$ cat src/sv/sclru_pkg.sv
`timescale 1ns / 1ps
// Shared types and constants of the sector cache LRU directory.
// No dependencies; used by the controller, datapath and top level.
package sclru_pkg;

   localparam int DEF_ENTRIES = 64;

   localparam int DRIVE_W  = 8;
   localparam int LBA_W    = 32;
   localparam int TARGET_W = 6;
   localparam int INDEX_W  = 6;
   localparam int CLEAR_W  = 7;
   localparam int KIND_W   = 2;

   localparam int REQ_TDATA_W = 48;
   localparam int RSP_TDATA_W = 56;

   localparam logic [KIND_W-1:0] KIND_ACCESS = 2'd0;
   localparam logic [KIND_W-1:0] KIND_INVAL  = 2'd1;
   localparam logic [KIND_W-1:0] KIND_DROP   = 2'd2;

   typedef enum logic [2:0] {
      CMD_NONE,
      CMD_LOAD,
      CMD_SCAN,
      CMD_DECIDE,
      CMD_PROMOTE,
      CMD_COMMIT,
      CMD_RESULT
   } cmd_type;

   typedef struct packed {
      logic [KIND_W-1:0] kind;
      logic              scan_done;
      logic              rsp_free;
   } status_type;

endpackage

$ cat src/sv/sclru_ram.sv
`timescale 1ns / 1ps
// Generic single-write, single-read RAM with registered read data.
// No dependencies.
module sclru_ram #(
   parameter int WIDTH = 8,
   parameter int DEPTH = 64
) (
   input  logic                     clock,
   input  logic                     wr_en,
   input  logic [$clog2(DEPTH)-1:0] wr_addr,
   input  logic [WIDTH-1:0]         wr_data,
   input  logic [$clog2(DEPTH)-1:0] rd_addr,
   output logic [WIDTH-1:0]         rd_data
);
   logic [WIDTH-1:0] mem_ff [DEPTH];
   logic [WIDTH-1:0] rd_data_ff;

   always_ff @(posedge clock) begin
      if (wr_en) begin
         mem_ff[wr_addr] <= wr_data;
      end
      rd_data_ff <= mem_ff[rd_addr];
   end

   assign rd_data = rd_data_ff;
endmodule

$ cat src/sv/sclru_ctrl.sv
`timescale 1ns / 1ps
// Controller of the sector cache LRU directory: sequences scan, promote and result.
// Depends on sclru_pkg.
module sclru_ctrl (
   input  logic                  clock,
   input  logic                  reset,
   input  logic                  req_tvalid,
   output logic                  req_tready,
   input  sclru_pkg::status_type status,
   output sclru_pkg::cmd_type    cmd
);
   import sclru_pkg::*;

   typedef enum logic [2:0] {
      ST_IDLE,
      ST_SCAN,
      ST_DECIDE,
      ST_PROMOTE,
      ST_COMMIT,
      ST_DONE
   } state_type;

   state_type state_ff, state_in;
   logic      ready_ff, ready_in;

   always_comb begin
      state_in = state_ff;
      ready_in = ready_ff;
      cmd      = CMD_NONE;
      unique case (state_ff)
         ST_IDLE: begin
            if (req_tvalid) begin
               cmd      = CMD_LOAD;
               ready_in = 1'b0;
               state_in = ST_SCAN;
            end
         end
         ST_SCAN: begin
            cmd = CMD_SCAN;
            if (status.kind != KIND_ACCESS && status.kind != KIND_INVAL) begin
               state_in = ST_DONE;
            end else if (status.scan_done) begin
               state_in = (status.kind == KIND_ACCESS) ? ST_DECIDE : ST_DONE;
            end
         end
         ST_DECIDE: begin
            cmd      = CMD_DECIDE;
            state_in = ST_PROMOTE;
         end
         ST_PROMOTE: begin
            cmd = CMD_PROMOTE;
            if (status.scan_done) begin
               state_in = ST_COMMIT;
            end
         end
         ST_COMMIT: begin
            cmd      = CMD_COMMIT;
            state_in = ST_DONE;
         end
         ST_DONE: begin
            if (status.rsp_free) begin
               cmd      = CMD_RESULT;
               ready_in = 1'b1;
               state_in = ST_IDLE;
            end
         end
         default: state_in = ST_IDLE;
      endcase
   end

   always_ff @(posedge clock) begin
      if (reset) begin
         state_ff <= ST_IDLE;
         ready_ff <= 1'b1;
      end else begin
         state_ff <= state_in;
         ready_ff <= ready_in;
      end
   end

   assign req_tready = ready_ff;

   a_ready_idle: assert property (@(posedge clock) disable iff (reset)
      ready_ff |-> state_ff == ST_IDLE)
      else $error("ready outside idle");
endmodule

$ cat src/sv/sclru_dp.sv
`timescale 1ns / 1ps
// Datapath of the sector cache LRU directory: tag/rank RAM, valid bits, result register.
// Depends on sclru_pkg and sclru_ram.
module sclru_dp #(
   parameter int ENTRIES = sclru_pkg::DEF_ENTRIES
) (
   input  logic                                clock,
   input  logic                                reset,
   input  sclru_pkg::cmd_type                  cmd,
   output sclru_pkg::status_type               status,
   input  logic [sclru_pkg::KIND_W-1:0]        req_tuser,
   input  logic [sclru_pkg::REQ_TDATA_W-1:0]   req_tdata,
   output logic                                rsp_tvalid,
   input  logic                                rsp_tready,
   output logic [sclru_pkg::RSP_TDATA_W-1:0]   rsp_tdata
);
   import sclru_pkg::*;

   localparam int IW = $clog2(ENTRIES);
   localparam int UW = $clog2(ENTRIES + 1);
   localparam int WW = IW + LBA_W + DRIVE_W;

   logic [KIND_W-1:0]   kind_ff, kind_in;
   logic [DRIVE_W-1:0]  drive_ff, drive_in;
   logic [LBA_W-1:0]    lba_ff, lba_in;
   logic [TARGET_W-1:0] tgt_ff, tgt_in;
   logic [UW-1:0]       cnt_ff, cnt_in;
   logic [UW-1:0]       used_ff, used_in;
   logic                rd_pend_ff, rd_pend_in;
   logic [IW-1:0]       rd_idx_ff, rd_idx_in;
   logic                found_ff, found_in;
   logic [IW-1:0]       slot_ff, slot_in;
   logic [UW-1:0]       old_rank_ff, old_rank_in;
   logic [IW-1:0]       lru_slot_ff, lru_slot_in;
   logic [DRIVE_W-1:0]  lru_drive_ff, lru_drive_in;
   logic [LBA_W-1:0]    lru_lba_ff, lru_lba_in;
   logic                vvalid_ff, vvalid_in;
   logic [DRIVE_W-1:0]  vdrive_ff, vdrive_in;
   logic [LBA_W-1:0]    vlba_ff, vlba_in;
   logic [UW-1:0]       cleared_ff, cleared_in;
   logic [ENTRIES-1:0]  valid_ff, valid_in;
   logic                rsp_valid_ff, rsp_valid_in;
   logic [RSP_TDATA_W-1:0] rsp_data_ff, rsp_data_in;

   logic          wr_en;
   logic [IW-1:0] wr_addr;
   logic [WW-1:0] wr_data;
   logic [WW-1:0] rd_data;
   logic [IW-1:0] rd_rank;
   logic [LBA_W-1:0]   rd_lba;
   logic [DRIVE_W-1:0] rd_drive;
   logic          issue;
   logic          drop_ok;
   logic [IW-1:0] tgt_idx;
   logic          is_hit;
   logic [CLEAR_W-1:0] clr_out;

   sclru_ram #(.WIDTH(WW), .DEPTH(ENTRIES)) u_tags (
      .clock   (clock),
      .wr_en   (wr_en),
      .wr_addr (wr_addr),
      .wr_data (wr_data),
      .rd_addr (cnt_ff[IW-1:0]),
      .rd_data (rd_data)
   );

   assign rd_drive = rd_data[DRIVE_W-1:0];
   assign rd_lba   = rd_data[DRIVE_W+LBA_W-1:DRIVE_W];
   assign rd_rank  = rd_data[WW-1:DRIVE_W+LBA_W];
   assign issue    = (cmd == CMD_SCAN || cmd == CMD_PROMOTE) && (cnt_ff < used_ff);
   assign tgt_idx  = IW'(tgt_ff);
   assign drop_ok  = (32'(tgt_ff) < 32'(used_ff)) && (32'(tgt_ff) < 32'(ENTRIES))
                     && valid_ff[tgt_idx];
   assign is_hit   = (kind_ff == KIND_ACCESS) && found_ff;

   always_comb begin
      if (kind_ff == KIND_INVAL) begin
         clr_out = CLEAR_W'(cleared_ff);
      end else if (kind_ff == KIND_DROP && drop_ok) begin
         clr_out = CLEAR_W'(1);
      end else begin
         clr_out = '0;
      end
   end

   always_comb begin
      kind_in      = kind_ff;
      drive_in     = drive_ff;
      lba_in       = lba_ff;
      tgt_in       = tgt_ff;
      cnt_in       = cnt_ff;
      used_in      = used_ff;
      rd_pend_in   = rd_pend_ff;
      rd_idx_in    = rd_idx_ff;
      found_in     = found_ff;
      slot_in      = slot_ff;
      old_rank_in  = old_rank_ff;
      lru_slot_in  = lru_slot_ff;
      lru_drive_in = lru_drive_ff;
      lru_lba_in   = lru_lba_ff;
      vvalid_in    = vvalid_ff;
      vdrive_in    = vdrive_ff;
      vlba_in      = vlba_ff;
      cleared_in   = cleared_ff;
      valid_in     = valid_ff;
      rsp_valid_in = rsp_valid_ff;
      rsp_data_in  = rsp_data_ff;
      wr_en        = 1'b0;
      wr_addr      = rd_idx_ff;
      wr_data      = {rd_rank + IW'(1), rd_lba, rd_drive};

      if (rsp_valid_ff && rsp_tready) begin
         rsp_valid_in = 1'b0;
      end

      if (cmd == CMD_SCAN || cmd == CMD_PROMOTE) begin
         rd_pend_in = issue;
         rd_idx_in  = cnt_ff[IW-1:0];
         if (issue) begin
            cnt_in = cnt_ff + UW'(1);
         end
      end

      unique case (cmd)
         CMD_LOAD: begin
            kind_in    = req_tuser;
            drive_in   = req_tdata[DRIVE_W-1:0];
            lba_in     = req_tdata[DRIVE_W+LBA_W-1:DRIVE_W];
            tgt_in     = req_tdata[DRIVE_W+LBA_W+TARGET_W-1:DRIVE_W+LBA_W];
            cnt_in     = '0;
            rd_pend_in = 1'b0;
            found_in   = 1'b0;
            slot_in    = '0;
            lru_slot_in = '0;
            vvalid_in  = 1'b0;
            vdrive_in  = '0;
            vlba_in    = '0;
            cleared_in = '0;
         end
         CMD_SCAN: begin
            if (rd_pend_ff) begin
               if (kind_ff == KIND_ACCESS) begin
                  if (valid_ff[rd_idx_ff] && rd_drive == drive_ff && rd_lba == lba_ff
                      && !found_ff) begin
                     found_in    = 1'b1;
                     slot_in     = rd_idx_ff;
                     old_rank_in = UW'(rd_rank);
                  end
                  if (UW'(rd_rank) == used_ff - UW'(1)) begin
                     lru_slot_in  = rd_idx_ff;
                     lru_drive_in = rd_drive;
                     lru_lba_in   = rd_lba;
                  end
               end else if (kind_ff == KIND_INVAL) begin
                  if (valid_ff[rd_idx_ff] && rd_drive == drive_ff) begin
                     valid_in[rd_idx_ff] = 1'b0;
                     cleared_in          = cleared_ff + UW'(1);
                  end
               end
            end
         end
         CMD_DECIDE: begin
            cnt_in     = '0;
            rd_pend_in = 1'b0;
            if (!found_ff) begin
               if (used_ff < UW'(ENTRIES)) begin
                  slot_in     = used_ff[IW-1:0];
                  old_rank_in = used_ff + UW'(1);
                  used_in     = used_ff + UW'(1);
               end else begin
                  slot_in     = lru_slot_ff;
                  old_rank_in = used_ff - UW'(1);
                  if (valid_ff[lru_slot_ff]) begin
                     vvalid_in = 1'b1;
                     vdrive_in = lru_drive_ff;
                     vlba_in   = lru_lba_ff;
                  end
               end
            end
         end
         CMD_PROMOTE: begin
            if (rd_pend_ff && rd_idx_ff != slot_ff && UW'(rd_rank) < old_rank_ff) begin
               wr_en = 1'b1;
            end
         end
         CMD_COMMIT: begin
            wr_en             = 1'b1;
            wr_addr           = slot_ff;
            wr_data           = {IW'(0), lba_ff, drive_ff};
            valid_in[slot_ff] = 1'b1;
         end
         CMD_RESULT: begin
            rsp_valid_in = 1'b1;
            rsp_data_in  = {1'b0, clr_out, vlba_ff, vdrive_ff, vvalid_ff,
                            (kind_ff == KIND_ACCESS) ? INDEX_W'(slot_ff) : INDEX_W'(0),
                            is_hit};
            if (kind_ff == KIND_DROP && drop_ok) begin
               valid_in[tgt_idx] = 1'b0;
            end
         end
         default: begin
         end
      endcase
   end

   always_ff @(posedge clock) begin
      if (reset) begin
         used_ff      <= '0;
         valid_ff     <= '0;
         rsp_valid_ff <= 1'b0;
         cnt_ff       <= '0;
         rd_pend_ff   <= 1'b0;
      end else begin
         used_ff      <= used_in;
         valid_ff     <= valid_in;
         rsp_valid_ff <= rsp_valid_in;
         cnt_ff       <= cnt_in;
         rd_pend_ff   <= rd_pend_in;
      end
      kind_ff      <= kind_in;
      drive_ff     <= drive_in;
      lba_ff       <= lba_in;
      tgt_ff       <= tgt_in;
      rd_idx_ff    <= rd_idx_in;
      found_ff     <= found_in;
      slot_ff      <= slot_in;
      old_rank_ff  <= old_rank_in;
      lru_slot_ff  <= lru_slot_in;
      lru_drive_ff <= lru_drive_in;
      lru_lba_ff   <= lru_lba_in;
      vvalid_ff    <= vvalid_in;
      vdrive_ff    <= vdrive_in;
      vlba_ff      <= vlba_in;
      cleared_ff   <= cleared_in;
      rsp_data_ff  <= rsp_data_in;
   end

   assign status.kind      = kind_ff;
   assign status.scan_done = (cnt_ff >= used_ff) && !rd_pend_ff;
   assign status.rsp_free  = !rsp_valid_ff || rsp_tready;
   assign rsp_tvalid       = rsp_valid_ff;
   assign rsp_tdata        = rsp_data_ff;

   a_used_bound: assert property (@(posedge clock) disable iff (reset)
      used_ff <= UW'(ENTRIES))
      else $error("slot count beyond capacity");
   a_valid_used: assert property (@(posedge clock) disable iff (reset)
      $countones(valid_ff) <= 32'(used_ff))
      else $error("more valid entries than used slots");
   a_commit_slot: assert property (@(posedge clock) disable iff (reset)
      cmd == CMD_COMMIT |-> 32'(slot_ff) < 32'(used_ff))
      else $error("commit to unused slot");
endmodule

$ cat src/sv/sector_cache_lru_directory_unit.sv
`timescale 1ns / 1ps
// Tag directory of a fully associative sector cache with true LRU replacement.
// An access scans all used slots through one RAM read port (one slot per cycle), then
// a second pass rewrites the LRU ranks; invalidate-drive makes only the scan, and
// drop-entry and unknown kinds skip the scan. One transaction is worked on at a time;
// a new one is taken while the last result waits in the output register. Depends on
// sclru_pkg, sclru_ctrl, sclru_dp, sclru_ram.
module sector_cache_lru_directory_unit #(
   parameter int ENTRIES = sclru_pkg::DEF_ENTRIES
) (
   input  logic                              clock,
   input  logic                              reset,
   input  logic                              req_tvalid,
   output logic                              req_tready,
   // kind
   input  logic [sclru_pkg::KIND_W-1:0]      req_tuser,
   // drive, lba, target_entry
   input  logic [sclru_pkg::REQ_TDATA_W-1:0] req_tdata,
   output logic                              rsp_tvalid,
   input  logic                              rsp_tready,
   // hit, entry_index, victim_valid, victim_drive, victim_lba, cleared_count
   output logic [sclru_pkg::RSP_TDATA_W-1:0] rsp_tdata
);
   import sclru_pkg::*;

   cmd_type    cmd;
   status_type status;

   sclru_ctrl u_ctrl (
      .clock      (clock),
      .reset      (reset),
      .req_tvalid (req_tvalid),
      .req_tready (req_tready),
      .status     (status),
      .cmd        (cmd)
   );

   sclru_dp #(.ENTRIES(ENTRIES)) u_dp (
      .clock      (clock),
      .reset      (reset),
      .cmd        (cmd),
      .status     (status),
      .req_tuser  (req_tuser),
      .req_tdata  (req_tdata),
      .rsp_tvalid (rsp_tvalid),
      .rsp_tready (rsp_tready),
      .rsp_tdata  (rsp_tdata)
   );
endmodule

$ cat config.mk
export PLATFORM = sky130hd
export DESIGN_NAME = sector_cache_lru_directory_unit
export DESIGN_NICKNAME = d
export VERILOG_FILES = /design/src/sv/sclru_pkg.sv /design/src/sv/sclru_ram.sv /design/src/sv/sclru_ctrl.sv /design/src/sv/sclru_dp.sv /design/src/sv/sector_cache_lru_directory_unit.sv
export SDC_FILE = /design/constraint.sdc
export NUM_CORES = 2
export LEC_CHECK = 0
export BUFFER_PORTS_ARGS = -buffer_cell sky130_fd_sc_hd__buf_2
export CAP_MARGIN = 10
export CORE_UTILIZATION = 55
export CTS_CLUSTER_DIAMETER = 40
export DETAILED_ROUTE_END_ITERATION = 10
export PLACE_DENSITY_LB_ADDON = 0.12
export SYNTH_ARGS = -nofsm -noshare
export SYNTH_HDL_FRONTEND = slang
export SYNTH_SLANG_ARGS = --single-unit
$ cat constraint.sdc
create_clock -name clock -period 5.5 [get_ports clock]
set_input_delay 1.65 -clock clock [delete_from_list [all_inputs] [get_ports clock]]
set_output_delay 1.65 -clock clock [all_outputs]
set_load 0.05 [all_outputs]
==> flow_metrics.py <==
metrics = {
    "power": {
        "peakVddDrop_mv": 0.3156,
        "p_leak_uw": 0.04619,
        "p_per_area_nw_per_um2": 386.8,
    },
    "sta": {
        "rsz0062_at_grt": "no",
        "finalHoldViolCount": 0,
        "worst_pin_slew_ns": 1.295,
        "fmax_mhz": 242.5,
        "maxSlewViolCount": 0,
        "hold_ws_ns": 0.4121,
        "slew_headroom": 0.1348,
        "timing.setup.tns_ns": 0,
        "finalCriticalPeriod_ns": 4.124,
        "setup_viol": 0,
        "skew_ns": 0.05730,
        "fin_crit_sh": 0.7498,
    },
    "finish": {
        "instances_no_fill": 9656,
        "nets": 6326,
        "area_growth_pct": 16.80,
        "multiInputGateArea_um2": 29960,
        "regArea_um2": 97550,
        "final_layout_size_suffix_gt1_frac": 0.3344,
        "post-route-util": 0.6461,
        "nFillCells": 15050,
    },
    "yosys": {
        "yosysMostFrequentCell": "edfxtp_1",
        "synth_top_family_by_area": "multiplexers",
        "synth_top_area_cell": "edfxtp_1",
        "yosysTopAreaCellShare": 0.7387,
        "synthCells": 5781,
        "ys_seq_area_frac": 0.7589,
        "synthTopCellsByArea": "edfxtp_1, mux4_2, dfxtp_1, nand2_1, clkbuf_1",
        "synth_area_um2": 128500,
        "yosys_warnings": 0,
        "synthDistinctLibCells": 74,
        "synthSimpleGateAreaFrac": 0.02520,
        "muxShareOfSynthArea": 0.1762,
        "synth_adder_area_share": 0.002142,
        "synth_common_cells": "edfxtp_1, mux4_2, nand2_1",
        "synthFlopType": "edfxtp_1",
        "avgSynthCellArea_um2": 22.23,
        "synth_edf_count": 3161,
        "syn-num-nets": 5857,
        "synth-async-reset-ratio": 0,
        "synth-xor-area-share": 0.005384,
        "synth_compound_area_frac": 0.01961,
        "synth_seq_cells": 3291,
    },
    "clocking": {
        "clock_latency_ns": 0.99,
        "cts_tree": "built",
        "cts_resized": 0,
        "clock_path_buffers": 4,
        "clkSlewWorstSetupHoldPaths_ns": 0.06,
        "cts_buffers": 445,
        "clockRootBuffer": "clkbuf_16",
        "ctsHoldBuffers": 0,
        "post-cts-setup-buffer-count": 0,
        "h-tree-depth": 5,
        "clock_sinks": 3291,
    },
    "detailed_routing": {
        "dr.pass1.iters": 7,
        "finalWirelength_mm": 342.7,
        "avgViaCountPerCell": 6.683,
        "post_drt_wl_per_cell_um": 35.49,
        "drt_iter0_drc": 8891,
        "vias": 64540,
        "ant_nets": 0,
        "drc": 0,
    },
    "worst_setup_path": {
        "crit_start": "u_ctrl.state_ff[0]$_SDFFE_PP0P_",
        "arrival_ns": 4.73,
        "crit_slowest_cell": "nor2_4",
        "critPathMaxStageDelay_ns": 0.72,
        "crit_type": "reg -> reg",
        "worstPathRequired_ns": 6.11,
        "cp_cell_sequence": "nand2b_1, inv_1, o2111ai_1, a31oi_1, o31ai_1, o22ai_1, nand2_1, nor2_4, buf_4",
        "worst_setup_path_start_kind": "flip-flop",
        "worstSetupEndpointType": "flip-flop",
        "ff2ff_path_depth": 9,
        "worstReg2RegStart": "u_ctrl.state_ff[0]$_SDFFE_PP0P_",
        "timing.critical_path.fanout_max": 14,
    },
    "floorplanning": {
        "ioPinCount": 112,
        "die_w_um": 485.4,
        "die_height_um": 485.4,
        "start_util": 0.5532,
        "rows": 177,
        "die_area_um2": 235600,
        "coreArea_um2": 232300,
    },
    "placed_design": {
        "gp_congestion": 0.9101,
        "dp.cells": 8841,
        "place.port_buffers": 108,
        "dp_hpwl_mm": 180.1,
    },
    "flow_run": {
        "drv_cap": 0,
    },
    "worst_hold_path": {
        "hp-class": "reg -> reg",
        "min_path_cells": 0,
        "min_from": "u_dp.vlba_ff[27]$_SDFFCE_PP0P_",
    },
    "grt": {
        "grt_pass1_vias": 64170,
        "grt_use_met1": 0.4308,
        "grt_first_pass_wirelength_mm": 482.9,
        "grt_max_degree": 87,
        "grtUsageMet3": 0.05598,
        "grt.total_usage": 0.2947,
        "antenna_found_initial": 11,
        "grt_overflow_total": 0,
        "grt_use_met2": 0.4598,
        "top_usage_layer": "met2",
    },
    "run_status": {
        "status": "finished clean",
    },
}
[metrics by stage]
stage,cell area (um^2),worst slack [ns],total power [uW]
after floorplan,128500,1.226,29310
after global placement,135000,1.260,29910
after detailed placement,135100,1.242,29970
after CTS,150000,1.363,58350
after global routing,150100,1.130,59510
final,150100,1.376,58060
[layout make-up]
class	instances	share of cell area
flip-flops and latches	3291	0.6499
multi-input cells	2123	0.1996
clock buffers	502	0.07667
well taps	3043	0.02537
repair buffers	357	0.02490
clock inverters	303	0.02265
inverters	32	0.0008253
diodes	5	0.00008336
[flip-flops by register name, indices dropped and copies added (netlist names), 6 cells and up]
name,count
u_dp.u_tags.mem_ff,2944
u_dp.valid_ff,64
u_dp.rsp_tdata,55
u_dp.u_tags.rd_data,46
u_dp.lba_ff,32
u_dp.lru_lba_ff,32
u_dp.vlba_ff,32
u_dp.drive_ff,8
u_dp.lru_drive_ff,8
u_dp.vdrive_ff,8
u_dp.cleared_ff,7
u_dp.cnt_ff,7
u_dp.old_rank_ff,7
u_dp.used_ff,7
u_dp.lru_slot_ff,6
u_dp.rd_idx_ff,6
u_dp.slot_ff,6
u_dp.tgt_ff,6
[cells in the final DEF, fill, tap and decap left out, drive strengths merged, types with 46 or more instances in the layout]
cell type / count
dfxtp: 130
bufinv: 54
a21oi: 79
nor2: 149
clkinvlp: 58
edfxtp: 3161
xor2: 46
buf: 357
clkinv: 145
inv: 78
mux4: 995
clkbuf: 502
nand2: 228
and3: 48
[final timing paths]
check                                    endpoint  slack, ns
max          u_dp.u_tags.mem_ff[17][23]$_DFFE_PP_       1.38
min                  u_dp.rsp_tdata[43]$_DFFE_PP_       0.41
max reg2reg  u_dp.u_tags.mem_ff[17][23]$_DFFE_PP_       1.38
min reg2reg          u_dp.rsp_tdata[43]$_DFFE_PP_       0.41
[cell families after synthesis]
logic type | after synthesis
flip-flops | 3291
multiplexers | 1018
AND/OR/NAND/NOR | 662
buffers and inverters | 367
AO/OA/AOI/OAI | 341
XOR/XNOR | 79
adder cells (fa/ha/maj) | 22
other | 1
[report_power, final]
group          leakage [uW]  internal (uW)  switching [uW]
clock network       0.00712          17700           10900
logic               0.00948            311            1160
registers            0.0296          27900             162
[worst max-delay path: cells and delay by family (launching register included)]
family,cells,cell delay [ns]
AND/OR/NAND/NOR,3,1.47
AO/OA/AOI/OAI,4,0.78
buffers and inverters,2,0.86
flip-flops,1,0.63
[per-layer routing]
layer,wire (um),vias up
met1,136200,34690
met2,164300,3667
li1,-,25620
met5,13,-
met3,33270,556
met4,8892,2
No activity file was read; power rests on OpenSTA's default activity.
